### src/rtl/core/bfsc_pkg.sv
// ----------------------------------------------------------------------------
// bfsc_pkg
// Shared types, codes and tables for the band and filter switch controller.
// ----------------------------------------------------------------------------
package bfsc_pkg;

  localparam int NumBands   = 7;
  localparam int NumWindows = 10;

  // operation codes
  localparam logic [1:0] OP_TICK     = 2'd0;
  localparam logic [1:0] OP_PRESS    = 2'd1;
  localparam logic [1:0] OP_BAND_REQ = 2'd2;
  localparam logic [1:0] OP_SET_AUTO = 2'd3;

  // configuration register indexes
  localparam logic [1:0] REG_ADC_TOL    = 2'd0;
  localparam logic [1:0] REG_LONG_PRESS = 2'd1;
  localparam logic [1:0] REG_TEMP_ALARM = 2'd2;

  localparam int CfgAddrW = 2;
  localparam int CfgDataW = 16;

  localparam logic [5:0]  ADC_TOL_RST    = 6'd10;
  localparam logic [15:0] LONG_PRESS_RST = 16'd2000;
  localparam logic [9:0]  TEMP_ALARM_RST = 10'd419;

  localparam logic [2:0] BAND_RST  = 3'd0;
  localparam logic [2:0] BAND_LAST = 3'd6;
  localparam logic [2:0] BAND_NONE = 3'd7;

  localparam logic [9:0] WIN_CENTRE [NumWindows] = '{
    10'd65, 10'd140, 10'd207, 10'd269, 10'd337,
    10'd411, 10'd479, 10'd536, 10'd605, 10'd680
  };
  localparam logic [2:0] WIN_BAND [NumWindows] = '{
    3'd0, 3'd1, 3'd2, 3'd3, 3'd3, 3'd4, 3'd4, 3'd5, 3'd5, 3'd6
  };

  typedef struct packed {
    logic [1:0]  op;
    logic [9:0]  cat_adc;
    logic        temp_check;
    logic [9:0]  temp_adc;
    logic        tx_active;
    logic [15:0] press_ms;
    logic [2:0]  band_request;
    logic        auto_request;
  } in_item_t;

  typedef struct packed {
    logic [2:0] band;
    logic [6:0] band_onehot;
    logic [3:0] lpf_code;
    logic       auto_mode;
    logic       temp_alarm;
    logic       band_changed;
  } out_item_t;

  typedef struct packed {
    logic [5:0]  adc_tol;
    logic [15:0] long_press;
    logic [9:0]  temp_code;
  } cfg_t;

  typedef struct packed {
    logic [2:0] band;
    logic       auto_flag;
    logic       alarm_flag;
  } state_t;

  typedef struct packed {
    logic       hit;
    logic [2:0] band;
  } win_t;

  function automatic logic [3:0] lpf_of(input logic [2:0] b);
    logic [3:0] c;
    case (b)
      3'd1:    c = 4'h8;
      3'd2:    c = 4'h4;
      3'd3:    c = 4'hC;
      3'd4:    c = 4'hA;
      3'd5:    c = 4'hE;
      3'd6:    c = 4'h9;
      default: c = 4'h0;
    endcase
    return c;
  endfunction

endpackage

### src/rtl/core/bfsc_win_decode.sv
// ----------------------------------------------------------------------------
// bfsc_win_decode
// Voltage window decoder: parallel window compares, first match wins.
// ----------------------------------------------------------------------------
module bfsc_win_decode (
  input  logic [9:0]    sample,
  input  logic [5:0]    tol,
  output bfsc_pkg::win_t win
);
  import bfsc_pkg::*;

  logic [NumWindows-1:0] match;
  logic [10:0]           s_plus_t;

  assign s_plus_t = {1'b0, sample} + {5'd0, tol};

  // c - t < s < c + t, written without negative values
  always_comb begin
    for (int i = 0; i < NumWindows; i++) begin
      match[i] = (s_plus_t > {1'b0, WIN_CENTRE[i]}) &&
                 ({1'b0, sample} < ({1'b0, WIN_CENTRE[i]} + {5'd0, tol}));
    end
  end

  always_comb begin
    win.hit  = |match;
    win.band = BAND_NONE;
    for (int i = NumWindows - 1; i >= 0; i--) begin
      if (match[i]) begin
        win.band = WIN_BAND[i];
      end
    end
  end

endmodule

### src/rtl/core/bfsc_update.sv
// ----------------------------------------------------------------------------
// bfsc_update
// Next-state logic for band, automatic mode and temperature alarm.
// ----------------------------------------------------------------------------
module bfsc_update (
  input  bfsc_pkg::in_item_t item,
  input  bfsc_pkg::cfg_t     cfg,
  input  bfsc_pkg::state_t   st,
  input  bfsc_pkg::win_t     win,
  output bfsc_pkg::state_t   st_nxt
);
  import bfsc_pkg::*;

  logic       alarm_now;
  logic [2:0] band_step;

  assign alarm_now = item.temp_adc >= cfg.temp_code;
  assign band_step = (st.band >= BAND_LAST) ? 3'd0 : st.band + 3'd1;

  always_comb begin
    st_nxt = st;
    case (item.op)
      OP_TICK: begin
        if (item.temp_check) begin
          st_nxt.alarm_flag = alarm_now;
        end
        if (!(item.temp_check && alarm_now) && st.auto_flag && win.hit &&
            !item.tx_active) begin
          st_nxt.band = win.band;
        end
      end
      OP_PRESS: begin
        if (item.press_ms > cfg.long_press) begin
          st_nxt.auto_flag = !st.auto_flag;
        end else if (!st.auto_flag && !item.tx_active) begin
          st_nxt.band = band_step;
        end
      end
      OP_BAND_REQ: begin
        if (!item.tx_active && item.band_request != BAND_NONE) begin
          st_nxt.band = item.band_request;
        end
      end
      default: begin
        st_nxt.auto_flag = item.auto_request;
      end
    endcase
  end

endmodule

### src/rtl/core/band_filter_switch_controller.sv
// ----------------------------------------------------------------------------
// band_filter_switch_controller
// Band and low-pass filter switch controller with voltage band decode.
// ----------------------------------------------------------------------------
// Every accepted beat gives exactly one result beat, through the input
// register and then the result register. One beat is taken per cycle while
// the output is not stalled: the input register feeds a single state-update
// stage (window decode plus band/flag update) that writes the result
// register. Configuration registers reset to tolerance 10, long press 2000 and
// temperature alarm code 419; write them only while no beat is in flight.
// ----------------------------------------------------------------------------
module band_filter_switch_controller (
  input  logic                                  clk,
  input  logic                                  rst_n,
  input  logic                                  in_valid,
  output logic                                  in_stall,
  input  bfsc_pkg::in_item_t                    in_data,
  output logic                                  out_valid,
  input  logic                                  out_stall,
  output bfsc_pkg::out_item_t                   out_data,
  input  logic                                  cfg_we,
  input  logic [bfsc_pkg::CfgAddrW-1:0]         cfg_addr,
  input  logic [bfsc_pkg::CfgDataW-1:0]         cfg_wdata
);
  import bfsc_pkg::*;

  cfg_t      cfg_r;
  state_t    st_r;
  state_t    st_nxt;
  win_t      win;
  in_item_t  in_data_r;
  logic      in_vld_r;
  logic      in_vld_nxt;
  out_item_t out_data_r;
  out_item_t out_data_nxt;
  logic      out_vld_r;
  logic      out_vld_nxt;
  logic      adv;
  logic      in_acc;

  assign adv      = in_vld_r && (!out_vld_r || !out_stall);
  assign in_stall = in_vld_r && !adv;
  assign in_acc   = in_valid && !in_stall;

  assign in_vld_nxt  = in_acc ? 1'b1 : (adv ? 1'b0 : in_vld_r);
  assign out_vld_nxt = adv ? 1'b1 : (out_vld_r && !out_stall ? 1'b0 : out_vld_r);

  bfsc_win_decode u_dec (
    .sample (in_data_r.cat_adc),
    .tol    (cfg_r.adc_tol),
    .win    (win)
  );

  bfsc_update u_upd (
    .item   (in_data_r),
    .cfg    (cfg_r),
    .st     (st_r),
    .win    (win),
    .st_nxt (st_nxt)
  );

  always_comb begin
    out_data_nxt.band         = st_nxt.band;
    out_data_nxt.band_onehot  = 7'(8'd1 << st_nxt.band);
    out_data_nxt.lpf_code     = lpf_of(st_nxt.band);
    out_data_nxt.auto_mode    = st_nxt.auto_flag;
    out_data_nxt.temp_alarm   = st_nxt.alarm_flag;
    out_data_nxt.band_changed = st_nxt.band != st_r.band;
  end

  always_ff @(posedge clk) begin
    if (!rst_n) begin
      in_vld_r          <= 1'b0;
      out_vld_r         <= 1'b0;
      st_r.band         <= BAND_RST;
      st_r.auto_flag    <= 1'b1;
      st_r.alarm_flag   <= 1'b0;
      cfg_r.adc_tol     <= ADC_TOL_RST;
      cfg_r.long_press  <= LONG_PRESS_RST;
      cfg_r.temp_code   <= TEMP_ALARM_RST;
    end else begin
      in_vld_r  <= in_vld_nxt;
      out_vld_r <= out_vld_nxt;
      if (adv) begin
        st_r <= st_nxt;
      end
      if (cfg_we) begin
        unique case (cfg_addr)
          REG_ADC_TOL:    cfg_r.adc_tol    <= cfg_wdata[5:0];
          REG_LONG_PRESS: cfg_r.long_press <= cfg_wdata;
          REG_TEMP_ALARM: cfg_r.temp_code  <= cfg_wdata[9:0];
          default: ;
        endcase
      end
    end
  end

  // payload beats
  always_ff @(posedge clk) begin
    if (in_acc) begin
      in_data_r <= in_data;
    end
    if (adv) begin
      out_data_r <= out_data_nxt;
    end
  end

  assign out_valid = out_vld_r;
  assign out_data  = out_data_r;

  a_band_valid: assert property (@(posedge clk) disable iff (!rst_n)
    st_r.band != BAND_NONE)
    else $error("band state out of range");

  a_onehot: assert property (@(posedge clk) disable iff (!rst_n)
    out_vld_r |-> $onehot(out_data_r.band_onehot))
    else $error("band select not one-hot");

  a_tx_hold: assert property (@(posedge clk) disable iff (!rst_n)
    (adv && in_data_r.tx_active) |=> !out_data_r.band_changed)
    else $error("band changed while transmitting");

  a_item_kept: assert property (@(posedge clk) disable iff (!rst_n)
    (in_vld_r && !adv) |=> in_vld_r)
    else $error("held beat dropped");

endmodule

### config.mk
export PLATFORM = sky130hd
export DESIGN_NAME = band_filter_switch_controller
export DESIGN_NICKNAME = d
export VERILOG_FILES = /design/src/rtl/core/bfsc_pkg.sv /design/src/rtl/core/bfsc_win_decode.sv /design/src/rtl/core/bfsc_update.sv /design/src/rtl/core/band_filter_switch_controller.sv
export SDC_FILE = /design/constraint.sdc
export NUM_CORES = 1
export LEC_CHECK = 0
export BUFFER_PORTS_ARGS = -buffer_cell sky130_fd_sc_hd__clkbuf_2
export CAP_MARGIN = 20
export CELL_PAD_IN_SITES_DETAIL_PLACEMENT = 0
export CELL_PAD_IN_SITES_GLOBAL_PLACEMENT = 2
export CORE_UTILIZATION = 34
export DETAILED_ROUTE_END_ITERATION = 10
export PLACE_DENSITY_LB_ADDON = 0.3
export RECOVER_POWER = 25
export REMOVE_ABC_BUFFERS = 1
export SLEW_MARGIN = 20
export SYNTH_ARGS = -nofsm -noshare
export SYNTH_HDL_FRONTEND = slang
export SYNTH_SLANG_ARGS = --single-unit
### constraint.sdc
create_clock -name clk -period 4.1 [get_ports clk]
set_clock_uncertainty 0.15 [all_clocks]
set_input_delay 0.41 -clock clk [delete_from_list [all_inputs] [get_ports clk]]
set_output_delay 0.41 -clock clk [all_outputs]
set_load 0.05 [all_outputs]
==> summary.md <==
The run finished with clean final reports. The tools report the normalized max-slew margin as 0.4691. Global route total overflow: 0. The synthesized design contains 61 enable-type register cells. For the total wire length, the log shows 20480 microns. The internal portion of the total power is 1.921 mW. The starting utilization of the core area came out at 0.3515. The maximum achievable frequency was 0.2444 GHz; the post-synthesis instance area was 7227 sq um.

For this run, design rule violations remaining after detail routing come to 0. For this design the total switching power over the nets is 937.0 uW. The growth of design area from synthesis to finish was 28.98%; the largest driver fanout on the critical path was 4.

TritonCTS built the clock tree. Yosys attributes the largest share of cell area to sky130_fd_sc_hd__edfxtp_1 (25%), sky130_fd_sc_hd__ha_1 (17%), sky130_fd_sc_hd__dfxtp_1 (11%). The share of the synthesized netlist area taken by xor and xnor gates came out at 0.03134. In this run the worst hold path is classified as in2reg. The mux contribution to synthesized area works out to 0.01420.

After routing, the total negative slack on setup checks comes to 0 ps. The fraction of the mapped netlist area in simple logic gates was 0.1567; the number of vias per cell after detailed routing was 5.202. Clock tree synthesis selected as its root buffer the cell sky130_fd_sc_hd__clkbuf_16. The number of H-tree levels was 3; the wire length per cell was 17.02 microns.

The first routing iteration left 265 violations. Cell type with the largest total area after synthesis: sky130_fd_sc_hd__edfxtp_1. Entering global routing, the biggest net connects 27 pins.

The fill cell total of the finished layout is 2041, and the quantity of I/O buffers inserted on ports is 85. Leaving out fill and tap cells, the most frequent cell in the layout is sky130_fd_sc_hd__ha_1. The longest clock path from root to sink contains 2 buffers.

Data arrival time of the critical path: 4050 ps. 86 I/O pins were placed. For the number of slew-limit violations in the final report, the log shows 0. For this run, the leading register cell type out of synthesis is sky130_fd_sc_hd__edfxtp_1. The Yosys step of the flow raised 0 warnings.

The library cells used most frequently in the layout, excluding fill and tap cells, are sky130_fd_sc_hd__ha_1 (90), sky130_fd_sc_hd__nand2_1 (84), sky130_fd_sc_hd__buf_4 (80). Via count of the first global-routing pass: 6428. Share of the clock period used by the worst path after layout: 0.9979. A synthesized cell averages 9.398 sq um. Fraction of synthesis flops using an asynchronous set or reset pin: 0.

The tools report the overall fraction of global-route tracks in use as 0.1942. The die is 147.8 microns tall. The later pin in the worst-skew pair is clocked with a latency of 360 ps. The actual slew at the worst max-slew pin is 794.7 ps. The number of stages on the worst hold path works out to 1. Once detail routing completed, the nets flagged for antenna violations numbered 0.

The largest individual stage delay along the critical path comes from the cell sky130_fd_sc_hd__or4b_1. For this block, the via count after detailed routing is 6258. The areal power density over the cells is 306.6 nW/um^2, and the clock-pin transition on the worst setup and hold timing paths is 80 ps. The tools report the kind of capture point of the worst setup path as a flop. The number of logic stages on the critical path including buffering was 18. The area share of the largest cell type after synthesis came out at 0.2535. Sequential-to-total area share from yosys stat: 0.3615.

Max-cap violations in this run came to 0. The run gives 3.892 nW as the reported leakage power. The count of endpoints failing hold in the final timing report was 0.

At the end of routability-driven placement, the weighted congestion stood at 0.8879. The run gives 0 as the initial antenna violation count. The critical path goes through inv_4, buf_4, o21ai_0, buf_4, xnor2_1, ha_1, nand2_1, a21oi_1, a211o_1, a211oi_1, buf_4, o221a_4, a221oi_4, buf_4, o311ai_4, a221oi_4, nor4_1, or4b_1. For this run, the detailed router's first-pass iteration total came to 7.

The floorplan has 52 rows. The delay contributed by the slowest stage of the critical path works out to 500 ps. The final net count was 1094. The finished layout holds 1203 standard cells, fillers aside. In this run, placement finished with an instance count of 1182. Synthesis inferred 100 register bits. The proportion of layout cells with a drive suffix above 1 was 0.3076. Clock tree synthesis inserted a total of 9 buffers. After synthesis, the largest family of logic cells by area is compound AO/OA/AOI/OAI gates.

Summing all flip-flop and latch instances after layout gives 2626 sq um. The worst setup path is launched from a flop. For the total setup violations reported at the end of the flow, the log shows 0. The net switching fraction of the power is 0.3278, and the unique cell type count in the Yosys netlist is 91. Synthesized-area fraction occupied by adder cells: 0.1724. The first global-routing pass estimated 33030 microns of wire.

The floorplan step defined a core boundary enclosing 20560 sq um. The clock period minus worst slack works out to 4091 ps. Summing all multi-input logic gate instances after layout gives 4703 sq um. The compound-cell area share of the yosys netlist was 0.2202. The part of the power in registers is 0.407, and the number of cells traversed by the worst register-to-register path is 18. Detailed placement finished with a half-perimeter wire length of 15930 microns. The number of buffers and inverters on the critical path is 5. For the clock sink count, the log shows 100. The portion of total power attributed to combinational logic came out at 0.286. Setup repair after global routing could not meet its margin everywhere.

The tools report the required time of the worst setup path as 4060 ps. The worst-case IR drop observed on VDD is 0.1914 mV. Die width: 147.8 microns. The repair_antennas step left the layout with diodes totalling 0. The kind of cell with the highest combined delay along the critical path is compound AO/OA/AOI/OAI gates. The type of the setup path with the least slack is reg2reg. Counting stages on the worst path, the most repeated cell is sky130_fd_sc_hd__buf_4.

Synthesis produced 769 cells. The part of the total power dissipated in the clock network was 0.307; the overall die area was 21840 sq um.
## flip-flops by register name, summed over array words and instances (netlist names)
register	flops
out_data	17
in_vld_r	1
out_valid	1
cfg_r	32
st_r	5
in_data_r	44
## worst paths after layout
path / to / from / slack (ps)
hold reg to reg: cfg_r[6] / cfg_r[6] / 300
setup reg to reg: out_data[0] / cfg_r[26] / 9
setup / recovery: out_data[0] / cfg_r[26] / 9
hold / removal: in_data_r[42] / in_data[42] / 70
## cell families after synthesis
| logic type | Yosys count |
|---|---|
| AO/OA/AOI/OAI | 222 |
| XOR/XNOR | 25 |
| adder cells (fa/ha/maj) | 99 |
| buffers and inverters | 82 |
| flip-flops | 100 |
| multiplexers | 9 |
| AND/OR/NAND/NOR | 232 |
## Yosys cell counts (12+ instances only)
library cell and count:
sky130_fd_sc_hd__nor2b_1 15, sky130_fd_sc_hd__nand2_1 89, sky130_fd_sc_hd__a21oi_1 64, sky130_fd_sc_hd__clkbuf_1 19, sky130_fd_sc_hd__inv_1 54, sky130_fd_sc_hd__xnor2_1 16
sky130_fd_sc_hd__o211ai_1 18, sky130_fd_sc_hd__dfxtp_1 39, sky130_fd_sc_hd__o21ai_0 27, sky130_fd_sc_hd__ha_1 98, sky130_fd_sc_hd__nor2_1 50, sky130_fd_sc_hd__edfxtp_1 61
sky130_fd_sc_hd__nand3_1 12
## per-layer routing
layer | vias up | track usage | routed length (microns)
met2 | 99 | 0.3373 | 9998
met4 | 0 | 0.06340 | 348
met3 | 23 | 0.02284 | 434
li1 | 3156 | - | -
met5 | - | 0 | 0
met1 | 2980 | 0.2499 | 9695
## layout make-up
type / instances / area share
flip-flops and latches: 100 / 0.2817
repair buffers: 173 / 0.1204
clock inverters: 7 / 0.008591
multi-input cells: 587 / 0.5046
inverters: 57 / 0.02430
well taps: 270 / 0.03624
clock buffers: 9 / 0.02416
## power by group through the flow
stage          Sequential [mW]  Clock, mW  Combinational, mW
5_1_grt                   1.17      0.930              0.897
6_report                  1.16      0.877              0.817
4_1_cts                   1.17      0.899              0.770
2_1_floorplan             1.23          0              0.403
3_3_place_gp              1.19          0              0.715
3_5_place_dp              1.19          0              0.727
## through the flow
stage	worst slack, ps	hold slack [ps]	instance area (sq um)	utilization	power (mW)
after floorplan	-555.9	286.3	7126	-	1.636
after global placement	-128.0	294.8	8544	0.4156	1.901
after detailed placement	-280.5	299.7	8544	0.4156	1.915
after CTS	10.57	55.98	9029	0.4391	2.834
after global routing	-124.6	53.78	9321	0.4534	2.998
final	8.554	66.13	9321	0.4534	2.858
## repair_timing
action | in CTS | in global routing
setup buffers | 1 | 4
hold buffers | 0 | 0
pin swaps | 10 | 25
resized for setup | 45 | 62
setup endpoints to repair | 15 | 15
No activity file was read; power rests on OpenSTA's default activity.
